### src/rtl/msfc_pkg.sv
// Shared constants, codes and a saturating add helper for the modal string block.
// Used by msfc_mulq and modal_string_with_finger_contact; depends on nothing.
package msfc_pkg;

  localparam int MAX_MODES   = 128;
  localparam int COEF_FRAC   = 28;
  localparam int STATE_BITS  = 48;
  localparam int SAMPLE_BITS = 24;
  localparam int COEF_BITS   = 32;
  localparam int KINDS       = 11;

  localparam int MODE_W  = $clog2(MAX_MODES);
  localparam int CNT_W   = $clog2(MAX_MODES + 1);
  localparam int COEF_AW = $clog2(MAX_MODES * KINDS);

  // Operation codes of an input item.
  localparam logic [1:0] OP_PROCESS = 2'd0;
  localparam logic [1:0] OP_LOAD    = 2'd1;
  localparam logic [1:0] OP_CLEAR   = 2'd2;

  // Configuration register indexes.
  localparam logic [1:0] REG_MODE_COUNT  = 2'd0;
  localparam logic [1:0] REG_FINGER_SELF = 2'd1;
  localparam logic [1:0] REG_FINGER_CROSS = 2'd2;
  localparam logic [1:0] REG_OUTPUT_GAIN = 2'd3;

  // Coefficient kinds within one mode's row.
  localparam logic [3:0] K_X1     = 4'd0;
  localparam logic [3:0] K_X2     = 4'd1;
  localparam logic [3:0] K_Y1     = 4'd2;
  localparam logic [3:0] K_Y2     = 4'd3;
  localparam logic [3:0] K_PHI0   = 4'd4;
  localparam logic [3:0] K_PHI1   = 4'd5;
  localparam logic [3:0] K_ALPHA0 = 4'd6;
  localparam logic [3:0] K_ALPHA1 = 4'd7;
  localparam logic [3:0] K_BETA0  = 4'd8;
  localparam logic [3:0] K_BETA1  = 4'd9;
  localparam logic [3:0] K_BRIDGE = 4'd10;

  typedef logic signed [STATE_BITS-1:0] state_t;
  typedef logic signed [COEF_BITS-1:0]  coef_t;

  // Two's complement add, saturated to the state width.
  function automatic state_t sat_add(input state_t a, input state_t b);
    logic signed [STATE_BITS:0] s;
    s = {a[STATE_BITS-1], a} + {b[STATE_BITS-1], b};
    if (s[STATE_BITS] != s[STATE_BITS-1]) begin
      sat_add = s[STATE_BITS] ? {1'b1, {(STATE_BITS-1){1'b0}}}
                              : {1'b0, {(STATE_BITS-1){1'b1}}};
    end else begin
      sat_add = s[STATE_BITS-1:0];
    end
  endfunction

endpackage

### src/rtl/msfc_mulq.sv
// Multi-cycle fixed-point multiplier: round(x * c / 2^COEF_FRAC), ties away
// from zero, saturated to the state or sample width. Depends on msfc_pkg.
module msfc_mulq (
  input  logic                   clk_i,
  input  logic                   rst_ni,
  input  logic                   start_i,
  input  logic                   narrow_i,
  input  msfc_pkg::state_t       x_i,
  input  msfc_pkg::coef_t        c_i,
  output logic                   done_o,
  output msfc_pkg::state_t       y_o
);
  import msfc_pkg::*;

  localparam int LO_W   = COEF_BITS;
  localparam int HI_W   = STATE_BITS - LO_W;
  localparam int PROD_W = STATE_BITS + COEF_BITS;
  localparam int RES_W  = PROD_W - COEF_FRAC;

  logic [3:0]            stage_q;
  logic                  neg_q, narrow_q;
  logic [STATE_BITS-1:0] ux_q;
  logic [COEF_BITS-1:0]  uc_q;
  logic [LO_W+COEF_BITS-1:0] pl_q;
  logic [HI_W+COEF_BITS-1:0] ph_q;
  state_t                y_q;

  logic [PROD_W-1:0] prod;
  logic [RES_W-1:0]  mag, lim;
  logic [STATE_BITS-1:0] mag_s;

  always_ff @(posedge clk_i or negedge rst_ni) begin
    if (!rst_ni) begin
      stage_q <= '0;
    end else begin
      stage_q <= {stage_q[2:0], start_i};
    end
  end

  always_ff @(posedge clk_i) begin
    if (start_i) begin
      neg_q    <= x_i[STATE_BITS-1] ^ c_i[COEF_BITS-1];
      narrow_q <= narrow_i;
      ux_q     <= x_i[STATE_BITS-1] ? STATE_BITS'(-x_i) : STATE_BITS'(x_i);
      uc_q     <= c_i[COEF_BITS-1] ? COEF_BITS'(-c_i) : COEF_BITS'(c_i);
    end
    if (stage_q[0]) begin
      pl_q <= ux_q[LO_W-1:0] * uc_q;
    end
    if (stage_q[1]) begin
      ph_q <= ux_q[STATE_BITS-1:LO_W] * uc_q;
    end
    if (stage_q[2]) begin
      y_q <= neg_q ? state_t'(-mag_s) : state_t'(mag_s);
    end
  end

  always_comb begin
    prod = {ph_q, {LO_W{1'b0}}} + PROD_W'(pl_q) + (PROD_W'(1) << (COEF_FRAC - 1));
    lim  = narrow_q ? ((RES_W'(1) << (SAMPLE_BITS - 1)) - RES_W'(1) + RES_W'(neg_q))
                    : ((RES_W'(1) << (STATE_BITS - 1)) - RES_W'(1) + RES_W'(neg_q));
    mag  = prod[PROD_W-1:COEF_FRAC];
    if (mag > lim) begin
      mag = lim;
    end
    mag_s = mag[STATE_BITS-1:0];
  end

  assign done_o = stage_q[3];
  assign y_o    = y_q;

endmodule

### config.mk
export PLATFORM = sky130hd
export DESIGN_NAME = msfc_mulq
export DESIGN_NICKNAME = d
export VERILOG_FILES = /design/src/rtl/msfc_pkg.sv /design/src/rtl/msfc_mulq.sv
export SDC_FILE = /design/constraint.sdc
export NUM_CORES = 2
export LEC_CHECK = 0
export BUFFER_PORTS_ARGS = -buffer_cell sky130_fd_sc_hd__buf_4
export CELL_PAD_IN_SITES_DETAIL_PLACEMENT = 0
export CELL_PAD_IN_SITES_GLOBAL_PLACEMENT = 1
export CORE_ASPECT_RATIO = 0.75
export CORE_UTILIZATION = 29
export DETAILED_ROUTE_END_ITERATION = 16
export PLACE_DENSITY_LB_ADDON = 0.2
export SLEW_MARGIN = 20
export SYNTH_ARGS = -nofsm -noshare
export SYNTH_HDL_FRONTEND = slang
export SYNTH_SLANG_ARGS = --single-unit
### constraint.sdc
create_clock -name clk_i -period 8.8 [get_ports clk_i]
set_clock_uncertainty 0.05 [all_clocks]
set_input_delay 0.44 -clock clk_i [delete_from_list [all_inputs] [get_ports clk_i]]
set_output_delay 0.44 -clock clk_i [all_outputs]
set_load 0.02 [all_outputs]
==> key figures <==
Timing
  – Endpoints failing setup: 0
  – Rel. slew slack: 24.3%
  – Max-slew violations: 0
  – Tmin final: 8.43 ns
  – Fmax: 119 MHz
  – Crit share post-route: 95.8%
  – Worst-Margin Slew: 1.13 ns
  – Final Hold Vio Count: 0

Routing
  – Via density: 4.74
  – 1st-pass router iterations: 6
  – Post-route DRC: 0
  – Initial drt markers: 2813
  – Post-DRT Antenna Nets: 0
  – Routed vias: 45046
  – Drt wl/cell: 21.7 um
  – Final WL: 207000 um

Logic synthesis
  – Asr flop ratio synth: 1.83%
  – Gate Count Post-Synth: 6623
  – Average cell area after synthesis: 9.35 um^2
  – Main area contributors after synthesis: fa_1 42%, edfxtp_1 10%, ha_1 9.4%
  – EDFF count, synth: 215
  – Most area-hungry cell type in the Yosys netlist: fa_1
  – Sequential fraction of the synthesis area: 10.6%
  – Top cell type's share of synthesized area: 42.4%
  – Yosys warnings: 0
  – Syn_nets: 8487
  – Post-Synthesis Cell Area: 0.0619 mm^2
  – Flops & latches, synth: 219
  – Synth unique cells: 112
  – Top FF cell, synth: edfxtp_1

Setup path
  – Arr. time, crit path: 8.74 ns
  – Required time of the critical path: 9.11 ns
  – Worst setup EP type: flip-flop
  – CP startpoint kind: flip-flop
  – Worst R2R Setup Slack: 0.37 ns
  – Worst Setup Path Type: reg -> reg
  – Crit Path Max Fanout: 16
  – Reg-to-reg startpoint: ux_q[38]$_DFFE_PP_
  – Worst reg-to-reg path cell count: 25
  – Worst r2r dst: ph_q[38]$_DFFE_PP_

Worst hold path
  – Worst Hold Class: in -> async

Floorplan
  – Top Ports: 133
  – Die W: 536 um
  – Die H: 402 um
  – Die Area: 0.215 mm^2
  – Cell row count: 146
  – Core box area: 0.212 mm^2
  – Initial cell density of the core: 29.3%

Global routing
  – Total gr overflow: 0
  – Largest net degree at the start of global routing: 54
  – Antenna violations before repair: 35
  – Vias in the first global route: 47647
  – Global-route wire length before repair: 312000 um
  – Total track usage: 19.4%

Layout
  – Commonest non-fill, non-tap cell in the layout: inv_1
  – Fin nets: 8525
  – Commonest cells after routing, fill and taps aside: 1352 x inv_1, 1313 x fa_1, 873 x nand2_1, 800 x and2_1, 467 x ha_1
  – Share of cells above drive strength 1: 7.45%
  – Cell Count, Final, Fillers Out: 9508
  – Area Overhead vs Synth: 10.1%

Clock tree
  – CTS tree: built
  – Clk slew on worst S/H paths: 0.08 ns
  – Clock sinks: 219
  – Max Root-Sink Buffers: 3
  – CTS Buf Count: 31
  – Clk_lat worst skew: 0.65 ns
  – CTS Root Cell: clkbuf_16
  – H-Tree Depth: 1

Placement
  – Dpl cells: 9420
  – PortBufs: 132
  – Post-DP HPWL: 167000 um
  – GP Congestion: 0.846

Outcome
  – Status: finished clean

Job
  – Max-cap violation count: 0
[registers in the layout, indices dropped and copies added (netlist names)]
name / count
stage_q: 4
ux_q: 48
neg_q: 1
y_o: 48
narrow_q: 1
pl_q: 37
ph_q: 48
uc_q: 32
[repair_timing]
action,4_1_cts,5_1_grt
endpoints found under the setup margin,0,21
hold buffers,4,0
buffers inserted,0,16
resized for setup,0,12
endpoints found under the hold margin,7,0
[kinds of logic after synthesis]
kind of cell / after synthesis / synth area share, %
adders and majority gates: 1780 / 51.9
buffers and inverters: 1706 / 10.4
DFF: 219 / 10.6
muxes: 20 / 0.333
and+or+nand+nor: 2096 / 17.3
AOI/OAI and AO/OA: 588 / 6.43
xor gates and xnor gates: 214 / 3.06
[worst max-delay path, cell delays in order, from the launching register on]
cell       delay, ns
edfxtp_1        0.99
nand2_1         0.17
fa_1            0.52
inv_1           0.05
fa_1            0.47
inv_1           0.05
fa_1            0.48
fa_1            0.54
inv_1           0.05
fa_1            0.48
inv_1           0.05
fa_1            0.49
inv_1           0.06
ha_1            0.35
a21o_1          0.18
a21o_1          0.19
a21oi_1         0.27
o21ai_0         0.18
a32oi_1         0.33
nor4bb_1        0.32
buf_4           0.18
nor2_1          0.05
a21oi_1         0.35
o2bb2ai_1       0.35
o21ai_0         0.27
xnor2_1         0.65
[per-stage QoR]
| stage | setup slack (ns) | instance area, um^2 | hold slack (ns) | setup TNS, ns | util [%] |
|---|---|---|---|---|---|
| 2_1_floorplan | 0.911 | 61900 | 0.0944 | 0 | - |
| 3_3_place_gp | 0.165 | 66800 | 0.196 | 0 | 31.6 |
| 3_5_place_dp | 0.219 | 66800 | 0.198 | 0 | 31.6 |
| 4_1_cts | 0.174 | 67900 | 0.00104 | 0 | 32.1 |
| 5_1_grt | -0.0208 | 68200 | 0.0389 | -0.0208 | 32.2 |
| 6_report | 0.367 | 68200 | 0.0580 | 0 | 32.2 |
[area by class of cell]
cell class,count,area [um^2]
Multi-Input combinational cell,4698,49000
Timing Repair Buffer,358,2970
Clock inverter,26,287
Sequential cell,219,6560
Antenna cell,10,25.0
Tap cell,2812,3520
Clock buffer,32,779
Inverter,1353,5080
Fill cell,22023,144000
[cells in the mapped netlist, types with 69 or more instances]
library cell	instances
a21o_1	69
a21oi_1	167
and2_1	800
clkbuf_1	329
edfxtp_1	215
fa_1	1313
ha_1	467
inv_1	1352
nand2_1	873
nor2_1	115
o21ai_0	116
xnor2_1	168
[routing by layer]
metal / vias up / global-route usage, % / wire [um]
met2: 945 / 29.1 / 89400
li1: 20291 / - / -
met3: 119 / 2.46 / 10300
met1: 23685 / 29.8 / 104000
met4: 6 / 3.34 / 3180
met5: - / 0 / 38
[worst max-delay path by stage]
stage,from,endpoint,slack (ns),cells past startpoint
after floorplan,uc_q[5]$_DFFE_PP_,pl_q[44]$_DFFE_PP_,0.91,30
after global placement,uc_q[6]$_DFFE_PP_,pl_q[58]$_DFFE_PP_,0.17,28
after detailed placement,uc_q[6]$_DFFE_PP_,pl_q[58]$_DFFE_PP_,0.22,28
after CTS,uc_q[6]$_DFFE_PP_,pl_q[58]$_DFFE_PP_,0.17,28
after global routing,uc_q[5]$_DFFE_PP_,pl_q[44]$_DFFE_PP_,-0.02,28
final,ux_q[38]$_DFFE_PP_,ph_q[38]$_DFFE_PP_,0.37,25
Power is left out: the tool's default activity adds up to more than one toggle a clock period on the data nets, which glitch-free logic cannot reach.
