==> src/rtl/msfc_ram.sv <==
// Generic single-write, single-read synchronous RAM with registered read data.
// Stand-alone; instantiated for the coefficient, mode state and prediction stores.
module msfc_ram #(
  parameter int Width = 8,
  parameter int Depth = 16
) (
  input  logic                     clk_i,
  input  logic                     we_i,
  input  logic [$clog2(Depth)-1:0] waddr_i,
  input  logic [Width-1:0]         wdata_i,
  input  logic                     re_i,
  input  logic [$clog2(Depth)-1:0] raddr_i,
  output logic [Width-1:0]         rdata_o
);

  logic [Width-1:0] mem [Depth];
  logic [Width-1:0] rdata_q;

  always_ff @(posedge clk_i) begin
    if (we_i) begin
      mem[waddr_i] <= wdata_i;
    end
    if (re_i) begin
      rdata_q <= mem[raddr_i];
    end
  end

  assign rdata_o = rdata_q;

endmodule

==> config.mk <==
export PLATFORM = sky130hd
export DESIGN_NAME = msfc_ram
export DESIGN_NICKNAME = d
export VERILOG_FILES = /design/src/rtl/msfc_ram.sv
export SDC_FILE = /design/constraint.sdc
export NUM_CORES = 1
export LEC_CHECK = 0
export BUFFER_PORTS_ARGS = -buffer_cell sky130_fd_sc_hd__buf_2
export CAP_MARGIN = 20
export CORE_MARGIN = 1.5
export CORE_UTILIZATION = 35
export DETAILED_ROUTE_END_ITERATION = 12
export PLACE_DENSITY_LB_ADDON = 0.1
export SKIP_LAST_GASP = 1
export SYNTH_ARGS = -nofsm -noshare
export SYNTH_HDL_FRONTEND = slang
export SYNTH_SLANG_ARGS = --single-unit
==> constraint.sdc <==
create_clock -name clk_i -period 1.9 [get_ports clk_i]
set_clock_uncertainty 0.1 [all_clocks]
set_input_delay 0.285 -clock clk_i [delete_from_list [all_inputs] [get_ports clk_i]]
set_output_delay 0.285 -clock clk_i [all_outputs]
set_load 0.01 [all_outputs]
==> results of run 1 <==
## logic make-up after synthesis
family	Yosys count
mux	32
simple gates	35
buf+inv	10
compound gates	16
flops	136
## per-layer routing
metal	global-route usage (%)	up-vias	wire (µm)
met5	0	-	0
met3	5.18	8	591
met4	4.21	0	89
met1	20.7	1251	5000
met2	20.7	59	4730
li1	-	1106	-
## registers in the layout (all words and copies together) (netlist names)
register  count
rdata_o       8
mem         128
## critical path: cells and delay by family, from the launching register on
family / cells / cell delay [ns]
AO/OA/AOI/OAI: 1 / 0.30
flip-flops: 1 / 0.38
multiplexers: 1 / 0.47
AND/OR/NAND/NOR: 1 / 0.08
## synthesized netlist by cell type, drive strengths merged
library cell	instances	area share, %
nor2	13	0.93
edfxtp	136	78
nand3	1	0.096
or3b	1	0.17
nand3b	2	0.29
clkdlybuf4s25	3	0.57
mux4	32	15
nor2b	1	0.12
a22oi	16	2.3
nand2	9	0.65
nand2b	2	0.24
and2b	1	0.14
and2	1	0.12
buf	7	1.1
nor3	4	0.38
## metrics by stage
| step | utilization [%] | power, mW | hold WS (ns) | worst slack (ns) |
|---|---|---|---|---|
| after floorplan | - | 3.63 | 0.284 | 0.0221 |
| after global routing | 43.5 | 7.13 | 0.132 | 0.249 |
| after detailed placement | 39.6 | 3.80 | 0.567 | -0.0900 |
| after global placement | 39.6 | 3.80 | 0.570 | -0.0921 |
| final | 43.5 | 6.88 | 0.142 | 0.323 |
| after CTS | 43.5 | 6.96 | 0.131 | 0.285 |
## power by group through the flow
stage	logic [mW]	clock network [mW]	registers (mW)
5_1_grt	0.364	3.36	3.40
3_5_place_dp	0.342	0	3.46
4_1_cts	0.342	3.22	3.40
2_1_floorplan	0.171	0	3.46
6_report	0.332	3.15	3.40
3_3_place_gp	0.339	0	3.46
## area by class of cell
| cell class | count | area [µm²] | share of cell area, % |
|---|---|---|---|
| clock buffers | 19 | 433 | 6.85 |
| clock inverters | 12 | 134 | 2.12 |
| multi-input cells | 83 | 1060 | 16.7 |
| flip-flops and latches | 136 | 4080 | 64.7 |
| well taps | 184 | 230 | 3.65 |
| repair buffers | 54 | 378 | 5.98 |
## worst max path at each step
| stage | from | end | slack [ns] |
|---|---|---|---|
| 2_1_floorplan | waddr_i[2] | mem[0][0] | 0.02 |
| 3_3_place_gp | raddr_i[0] | rdata_o[5] | -0.09 |
| 3_5_place_dp | raddr_i[0] | rdata_o[5] | -0.09 |
| 4_1_cts | mem[3][4] | rdata_o[4] | 0.29 |
| 5_1_grt | mem[5][0] | rdata_o[0] | 0.25 |
| 6_report | mem[1][4] | rdata_o[4] | 0.32 |
==> results.txt, run 1 <==
- The run finished with clean final reports.
* Synth Area in Simple Gates: 3.14%
- Number of standard cells in the final layout excluding fillers: 488
- Power spread over the standard cell area amounts to 1090 mW/mm².
- In this run the worst hold path is classified as input pin to flip-flop.
- For hold timing, the worst endpoint is rdata_o[1].
* Largest driver fanout on the critical path: 1
- The worst path uses 83.0% of the clock period.
- In the routed layout, each cell is associated on average with a via count of 4.97.
- Synthesis instantiated 18 different standard cells from the library.
- Post-detailed-routing wire length: 10.4 mm
- The first global-routing pass estimated 16.0 mm of wire.
* Internal power of the cells: 5.55 mW
- In the final routed layout, each cell accounts on average for 21.3 µm.
- Part of the total power dissipated in combinational logic: 4.8%
* Area of the core: 0.0145 mm²
- Part of the total power dissipated in the clock network: 45.8%
* Nets in the synthesized netlist: 248
- Number of global-route vias before repair: 2,595
* Initial standard-cell utilization of the core: 36.0%
- TritonCTS built the clock tree.
* Most frequent standard cell in the layout excluding fill and tap cells: sky130_fd_sc_hd__edfxtp_1
- Clock tree sinks: 136
* Number of instances on the worst hold path: 1
- Area Overhead vs Synth: 20.8%
- Remaining number of nets flagged by the antenna check after routing: 0
- Relative contribution of sequential cells to total power: 49.4%
- Worst reg2reg setup slack: 0.32 ns
- DRC errors left: 0
- Clock slew at reported path FFs: 0.06 ns
* Post-CTS Hold Buffers: 0
* Multiplexer fraction of the synthesized cell area: 14.8%
- Final number of setup-violating endpoints: 0
- Top library cells by usage in the layout, fill and taps aside: sky130_fd_sc_hd__edfxtp_1 (136), sky130_fd_sc_hd__buf_2 (26), sky130_fd_sc_hd__buf_4 (25), sky130_fd_sc_hd__mux4_2 (18), sky130_fd_sc_hd__clkbuf_16 (17)
- Total inserted antenna cells: 0
- Startpoint of the lowest-slack hold path: re_i
- Die Span Y: 125 µm
- Number of antenna violations at the first check in global routing: 0
- In this run the tightest slew margin relative to its limit is 44.0%.
* Post-Synth Adder-Cell Area: 0%
- Data arrival time of the critical path: 1.63 ns
- Routability-driven placement finished with a final weighted congestion of 0.678.
- Dominant combinational cell family by area after synthesis: multiplexers
- Max-cap violations in this run came to 0.
- The total count of max-transition violations in the final report was 0.
- The clock passes through at most 2 buffers.
- Number of synthesis warnings: 0
- Peak clock frequency supported by timing: 634 MHz
* Post-placement cell area: 0.00575 mm²
- Post-Layout Inst Area: 0.00632 mm²
- For this block, the initial DRC count from the detailed router was 186.
- Placed Cells: 457
- Number of synthesized register bits: 136
- The critical path goes through mux4_2, a22oi_1, nand2_1.
* Count of filler cells inserted in the layout: 1,294
- Synthesized area: 0.00523 mm²
- TritonCTS buffer count: 17
- Mapped Avg Cell Area: 22.8 µm²
- Htree depth: 4
- Detailed placement finished with a half-perimeter wire length of 6.84 mm.
- Data on the critical path is required at its endpoint by 1.96 ns.
- For this design, the slowest cell found on the critical path is sky130_fd_sc_hd__mux4_2.
- For the final routed database, the setup TNS stands at 0 ns.
- Count of pins on the block boundary: 27
- The startpoint identified for the worst register-to-register timing path is mem[1][4].
* Maximum cell stage delay along the critical path: 0.47 ns
- In this run the core area contains 44 standard-cell rows.
- STA classifies the critical path endpoint as a flip-flop.
- Largest vdd supply drop: 0.755 mV
- Xor and xnor area share after synthesis: 0%
- Critical path class: flip-flop to flip-flop
* Sequential area share after synthesis: 78.1%
- Instance count of the mapped netlist: 229
- The count of final hold-check violations is 0.
* Count of vias placed by the detailed router: 2,424
- Gates resized during post-CTS repair numbered 0.
* 1st-pass router iterations: 4
* Number of nets at the end of the flow: 311
* Count of buffers added by post-CTS timing repair for setup: 0
- RSZ-0062 raised after global routing: false
* Clock period minus worst slack: 1.58 ns
- Across every metal layer, demand over resource in global routing totals 14.4%.
- Summed over all nets, the switching power comes to 1.33 mW.
* Fraction of the mapped netlist area in compound gates: 2.30%
- Die span in x: 125 µm
- Root buffer cell: sky130_fd_sc_hd__clkbuf_16
- Clock network latency to the later pin of the worst-skew pair: 0.41 ns
- Worst reg2reg path depth: 3
- In this run the critical register-to-register path is captured at rdata_o[4].
- DIE AREA: 0.0157 mm²
* Largest net degree at the start of global routing: 19
* Global route total overflow: 0
- Type of origin of the critical path: flip-flop
- For the pin with the worst max-slew slack, the measured transition is 0.839 ns.
- Port buffering added 26 buffers.
* Net Sw Frac: 19.3%
- Of the cells placed in the final design, the portion with a size suffix greater than 1 is 32.2%.
* Leakage dissipation: 2.15 nW
Power figures use the tool's default switching activity.
==> run 2, diff against run 1 <==
clock period = 1.35 ns   (was 1.9 ns; I/O delays follow)
==> run 2 against run 1 <==
The flow now finishes with violations (negative setup slack). Via count up 1.2%. Flip-flop and latch count did not move. Maximum frequency increased by 5.3%. Clock power grew 21%. Final area up 0.73%. Non-clock buffer count rose by 7. Power is 33% higher. Critical path type unchanged. Largest cell class unchanged.
==> results.txt, run 2 (same netlist as run 1, synthesis figures left out) <==
- Run status: finished with violations
- Violations in the final reports: negative setup slack
- The area enclosed by the die boundary was 0.0157 mm² (unchanged).
- The leakage power was 2.10 nW (-2.2%).
- Min Hold Slack: 0.0681 ns (-0.0742 ns)
- The vias after detailed routing was 2,453 (+1.2%).
- Global-route wire length before repair: 17.0 mm (+6.1%)
- Largest driver fanout on the critical path: 1 (unchanged)
- Die Span Y: 125 µm (unchanged)
* Final number of setup-violating endpoints: 8 (+8)
- DRC errors left: 0 (unchanged)
* TritonCTS clock tree: built
* Iter 0 DRT Violations: 162 (-13%)
* Post-detailed-routing wire length: 10.9 mm (+5.1%)
* Remaining number of nets flagged by the antenna check after routing: 0 (unchanged)
- RSZ-0062 raised after global routing: true
* Htree depth: 4 (unchanged)
- Internal power of the cells: 7.29 mW (+31%)
- Register with the most flip-flops: mem
- The antenna diode count is 0 (unchanged).
* Post-placement cell area: 0.00585 mm² (+1.7%)
* Data arrival time of the critical path: 1.54 ns (-0.09 ns)
- Switching power: 1.84 mW (+39%)
* Number of antenna violations at the first check in global routing: 0 (unchanged)
- Multi-input combinational cell area: 0.00109 mm² (+3.0%)
- Final setup margin: -0.148 ns (-0.471 ns)
- The tree is rooted in a sky130_fd_sc_hd__clkbuf_16.
- Clock period minus worst slack: 1.50 ns (-0.0792 ns)
- The filler cell count is 1,292 (-0.15%).
* Area Overhead vs Synth: 21.7%
- Clock tree sinks: 136 (unchanged)
- The global-route congestion overflow total is 0 (unchanged).
- Post-Layout Inst Area: 0.00636 mm² (+0.73%)
- Part of the total power dissipated in the clock network: 41.8% (-4.0 points)
- The required time reported for the critical path endpoint is 1.39 ns (-0.57 ns).
- PortBufs: 26 (unchanged)
- Largest net degree at the start of global routing: 18 (-1)
* Peak clock frequency supported by timing: 667 MHz (+5.3%)
- Count of max-cap constraint violations: 0 (unchanged)
* 1st-pass router iterations: 4 (unchanged)
- The number of nets at the end of the flow is 318 (+2.3%).
* TNS Setup: -0.993 ns (-0.993 ns)
- STA classifies the critical path endpoint as a flip-flop.
- Fraction of final layout cells sized beyond drive strength 1: 42.6% (+10 points)
- Number of vias per cell: 4.97 (about the same)
* Area of the core: 0.0145 mm² (unchanged)
- Crit share post-route: 111% (+28 points)
* Part of the total power dissipated in combinational logic: 5.8% (+1.0 points)
* Final weighted congestion in routability-driven placement: 0.692 (+2.1%)
* Clock slew at reported path FFs: 0.06 ns (about the same)
- Max reg flops: 128 (unchanged)
- Number of buffer and inverter instances along the worst setup path: 0 (unchanged)
- The detailed-placement wirelength estimate is 7.10 mm (+3.8%).
- Largest vdd supply drop: 0.885 mV (+17%)
- Clock network latency to the later pin of the worst-skew pair: 0.40 ns (about the same)
- Initial standard-cell utilization of the core: 36.0% (unchanged)
* Die span in x: 125 µm (unchanged)
- Final Hold Vio Count: 0 (unchanged)
* CP top delay family: multiplexers
* Series of cell instances along the critical path: mux4_2, a22oi_2, nand2_2
* Transition time at the pin with the least slew margin: 1.08 ns (+0.245 ns)
* Global router's overall resource usage: 15.3% (+0.89 points)
- Maximum cell stage delay along the critical path: 0.50 ns (+0.03 ns)
- Final Core Density: 43.8% (+0.32 points)
* Buffers from clock root to sink, at most: 2 (unchanged)
- The total count of max-transition violations in the final report was 0 (unchanged).
* Area of all sequential standard cells: 0.00408 mm² (unchanged)
* Routed length per placed instance: 22.2 µm (+3.9%)
* Most frequent standard cell in the layout excluding fill and tap cells: sky130_fd_sc_hd__edfxtp_1
- The count of standard-cell rows is 44 (unchanged).
- The worst setup path is of the flip-flop to flip-flop kind.
- The number of top-level design ports came to 27 (unchanged).
- The proportion of total power due to net switching was 20.2% (+0.90 points).
- Total power divided by cell area: 1430 mW/mm² (+32%)
* Max transition margin: 27.6% (-16 points)
- The CTS buffer count came to 17 (unchanged).
- The post-layout total power came to 9.13 mW (+33%).
- The top cell types in the final layout, fill and taps aside, are sky130_fd_sc_hd__edfxtp_1 (136), sky130_fd_sc_hd__mux4_2 (32), sky130_fd_sc_hd__buf_4 (28), sky130_fd_sc_hd__buf_2 (26), sky130_fd_sc_hd__clkbuf_16 (17).
- Number of global-route vias before repair: 2,679 (+3.2%)
- In this run the worst hold path is classified as input pin to flip-flop.
- The sequential cell fraction of total power came to 52.4% (+3.0 points).
- The largest individual stage delay along the critical path comes from the cell sky130_fd_sc_hd__mux4_2.
- Type of origin of the critical path: flip-flop
==> run 2: cell count changes in the layout (fill, tap and decap cells not counted), moves of 4 or more <==
cell                       before  now
sky130_fd_sc_hd__mux4_2        18   32
sky130_fd_sc_hd__a22oi_1       16    7
sky130_fd_sc_hd__nor3_1         4    0
sky130_fd_sc_hd__buf_12         3    7
sky130_fd_sc_hd__mux4_1        14    0
sky130_fd_sc_hd__a22oi_2        0    9
sky130_fd_sc_hd__clkbuf_1       2    6
==> run 2: worst paths after layout <==
| path | start | endpoint | slack [ns] | cells after the start |
|---|---|---|---|---|
| hold reg to reg | mem[6][6] | rdata_o[6] | 0.65 | 3 |
| setup / recovery | mem[3][5] | rdata_o[5] | -0.15 | 3 |
| setup reg to reg | mem[3][5] | rdata_o[5] | -0.15 | 3 |
| hold / removal | re_i | rdata_o[2] | 0.07 | 1 |
==> run 2: stage by stage <==
stage               worst slack [ns]  instances
finish                        -0.148        494
global route                  -0.201        494
CTS                           -0.186        495
detailed placement            -0.600        465
global placement              -0.598        465
floorplan                     -0.153        229
==> run 2: cell type report <==
cell class | instances | area share [%]
clock buffer | 23 | 7.04
clock inverter | 7 | 0.492
multi-input combinational | 83 | 17.1
sequential | 136 | 64.2
tap | 184 | 3.62
timing repair buffer | 61 | 7.55
==> run 2: power by group through the flow <==
stage	Sequential, mW	Combinational [mW]	Clock [mW]
floorplan	4.87	0.266	0
finish	4.79	0.527	3.81
global placement	4.87	0.518	0
CTS	4.79	0.535	3.90
detailed placement	4.87	0.525	0
global route	4.79	0.580	4.09
==> run 2: per-layer routing <==
layer | global-route usage, % | up-vias | part of all wire [%]
li1 | - | 1111 | -
met1 | 21.2 | 1290 | 47
met2 | 23.8 | 48 | 49
met3 | 3.68 | 4 | 2.9
met4 | 5.21 | 0 | 0.79
met5 | 0 | - | 0
==> run 2: timing repair <==
| action | 4_1_cts | 5_1_grt |
|---|---|---|
| buffers inserted | 0 | 0 |
| setup endpoints to repair | 8 | 8 |
| gates resized for setup | 5 | 6 |
| pin swaps | 1 | 5 |
| hold buffers | 0 | 0 |
==> run 3, diff against run 2 <==
CORE_UTILIZATION = 40   (was 35)
MAX_ROUTING_LAYER = met4   (was default)
==> run 3 against run 2 <==
The run still ends with negative setup slack left. Critical path type unchanged. Routed wire length is 5.7% lower. Power is 3.8% higher. Via count hardly changed. First-iteration DRC count stayed put. Worst hold slack better by 0.0073 ns. Sequential share of layout area is 0.85 points lower. Final area is 1.3% higher. Non-clock buffer count is 3 higher. Utilization is 7.1 points higher. Die area is 12% lower. Register-to-register slack worse by 0.02 ns. Maximum frequency is 1.1% lower.
==> results.txt, run 3 (same netlist as run 1, synthesis figures left out) <==
- TritonCTS built the clock tree.
- Peak clock frequency supported by timing: 660 MHz (-1.1%)
* Remaining number of nets flagged by the antenna check after routing: 0 (unchanged)
- Part of the total power dissipated in combinational logic: 5.6% (-0.2 points)
- mem holds more flip-flops than any other register.
* Maximum cell stage delay along the critical path: 0.48 ns (-0.02 ns)
- The antenna diode count came to 0 (unchanged).
- The slowest stage of the critical path is the sky130_fd_sc_hd__mux4_2 cell.
* 1st-pass router iterations: 4 (unchanged)
- Global router's overall resource usage: 17.0% (+1.7 points)
* Most frequent standard cell in the layout excluding fill and tap cells: sky130_fd_sc_hd__edfxtp_1
* Number of nets at the end of the flow: 321 (+0.94%)
- The worst setup path is launched from a flip-flop.
- Largest net degree at the start of global routing: 17 (-1)
- The post-layout total power came to 9.48 mW (+3.8%).
- Htree depth: 4 (unchanged)
- Final Core Density: 50.9% (+7.1 points)
- Number of buffer and inverter instances along the worst setup path: 0 (unchanged)
- Traced cell by cell, the critical path runs through mux4_2, a22oi_2, nand2_1.
- Highest signal layer in the routed design: met4
* Crit share post-route: 112% (+1.3 points)
- Worst slack at placement: -0.556 ns (+0.0436 ns)
* Number of global-route vias before repair: 2,661 (-0.67%)
* Number of vias per cell: 5.04 (+1.5%)
- The share of final-layout standard cells stronger than drive strength 1 came to 44.1% (+1.5 points).
- The initial antenna violation count was 0 (unchanged).
* Leakage dissipation: 2.15 nW (+2.4%)
- Setup repair after global routing could not meet its margin everywhere.
- The maximum number of buffers from clock root to sink came to 2 (unchanged).
- DRC errors left: 0 (unchanged)
- Part of the total power dissipated in the clock network: 43.9% (+2.1 points)
- The area used by multi-input combinational logic came to 0.00108 mm² (-0.69%).
- The clock-pin slew reported for the worst setup and hold paths after clock tree synthesis was 0.06 ns (about the same).
* Net Sw Frac: 20.8% (+0.64 points)
- Switching power: 1.97 mW (+7.1%)
- Relative contribution of sequential cells to total power: 50.5% (-1.9 points)
* Data arrival time of the critical path: 1.56 ns (+0.02 ns)
- Relative to the synthesized area, the layout overhead comes to 23.3%.
* Count of pins on the block boundary: 27 (unchanged)
- The path class of the tightest hold or removal check is input pin to flip-flop.
- The filler cell count was 1,048 (-19%).
- The worst-case vdd ir drop was 0.799 mV (-9.7%).
- The detailed-placement wirelength estimate came to 7.17 mm (+0.91%).
- The run finished, with violations left.
* Initial standard-cell utilization of the core: 41.3% (+5.3 points)
- Post-CTS Hold Buffers: 0 (unchanged)
- The sequential cell area in the final layout came to 0.00408 mm² (unchanged).
- Met3 wire len: 275 µm (-14%)
- The CTS buffer count was 17 (unchanged).
* Clock period minus worst slack: 1.52 ns (+0.0171 ns)
* Transition time at the pin with the least slew margin: 0.871 ns (-0.213 ns)
- The buffers inserted during post-CTS setup optimization came to 0 (unchanged).
* Required arrival time at the worst endpoint: 1.40 ns (about the same)
* Max reg flops: 128 (unchanged)
* Final weighted congestion in routability-driven placement: 0.746 (+7.7%)
- The top fanout value on the critical path was 1 (unchanged).
- Root buffer cell: sky130_fd_sc_hd__clkbuf_16
- The checks that failed: negative setup slack.
- Die Span Y: 117 µm (-6.3%)
* Top library cells by usage in the layout, fill and taps aside: sky130_fd_sc_hd__edfxtp_1 (136), sky130_fd_sc_hd__mux4_2 (32), sky130_fd_sc_hd__buf_4 (29), sky130_fd_sc_hd__buf_2 (26), sky130_fd_sc_hd__clkbuf_16 (17)
- Final slew viol count: 0 (unchanged)
- The worst path setup slack after routing was -0.165 ns (-0.0171 ns).
- Count of vias placed by the detailed router: 2,455 (+0.082%)
- The routed length per instance was 21.2 µm (-4.4%).
- Type of destination of the critical path: flip-flop
* Total power divided by cell area: 1470 mW/mm² (+2.5%)
* Iter 0 DRT Violations: 162 (unchanged)
* Post-detailed-routing wire length: 10.3 mm (-5.7%)
- The internal power came to 7.51 mW (+3.0%).
- The wire length on met2 was 5.07 mm (-5.6%).
- The core area is 0.0127 mm² (-13%).
* Cell row count: 41 (-6.8%)
- The count of final hold-check violations is 0 (unchanged).
- The area enclosed by the die boundary is 0.0138 mm² (-12%).
- Routed metal-1 wire length: 4.84 mm (-6.2%)
- The clock net sink count was 136 (unchanged).
- Global-route wire length before repair: 16.1 mm (-4.8%)
* Critical path class: flip-flop to flip-flop
- PortBufs: 26 (unchanged)
* Die span in x: 117 µm (-6.3%)
- The number of violations of the max-capacitance limit came to 0 (unchanged).
- The global-route congestion overflow total came to 0 (unchanged).
- CP top delay family: multiplexers
* Clock network latency to the later pin of the worst-skew pair: 0.41 ns (about the same)
* Final number of setup-violating endpoints: 8 (unchanged)
- Max transition margin: 41.8% (+14 points)
==> run 3: layout make-up <==
cell class | count | area share, %
sequential | 136 | 63.3
multi-input combinational | 83 | 16.8
timing repair buffer | 64 | 8.19
clock buffer | 18 | 6.66
tap | 172 | 3.34
clock inverter | 14 | 1.71
==> run 3: final timing paths <==
path              startpoint  cells after the start    endpoint  slack, ns
setup / recovery   mem[3][3]                      3  rdata_o[3]      -0.17
hold / removal    wdata_i[2]                      1   mem[2][2]       0.08
setup reg to reg   mem[3][3]                      3  rdata_o[3]      -0.17
hold reg to reg   mem[12][5]                      3  rdata_o[5]       0.65
==> run 3: power by group through the flow <==
stage          clock network, mW  logic (mW)  registers [mW]
2_1_floorplan                  0       0.266            4.87
3_3_place_gp                   0       0.520            4.87
3_5_place_dp                   0       0.528            4.87
4_1_cts                     4.25       0.545            4.79
5_1_grt                     4.40       0.579            4.79
6_report                    4.16       0.531            4.78
==> run 3: timing repair <==
item | CTS | global route
pin swaps | 1 | 3
gates resized for setup | 8 | 1
setup endpoints to repair | 8 | 9
==> run 3: metal layers <==
layer,global-route usage (%),up-vias
li1,-,1116
met1,22.6,1284
met2,25.7,46
met3,4.09,9
met4,6.25,0
met5,-,-
==> run 3: per-stage QoR <==
step,area [µm²],setup TNS (ns),instances,hold WS [ns]
2_1_floorplan,5250,-1.66,229,0.201
3_3_place_gp,5870,-14.53,455,0.494
3_5_place_dp,5870,-17.31,455,0.509
4_1_cts,6440,-1.19,487,0.0725
5_1_grt,6450,-1.52,487,0.0796
6_report,6450,-1.10,487,0.0753
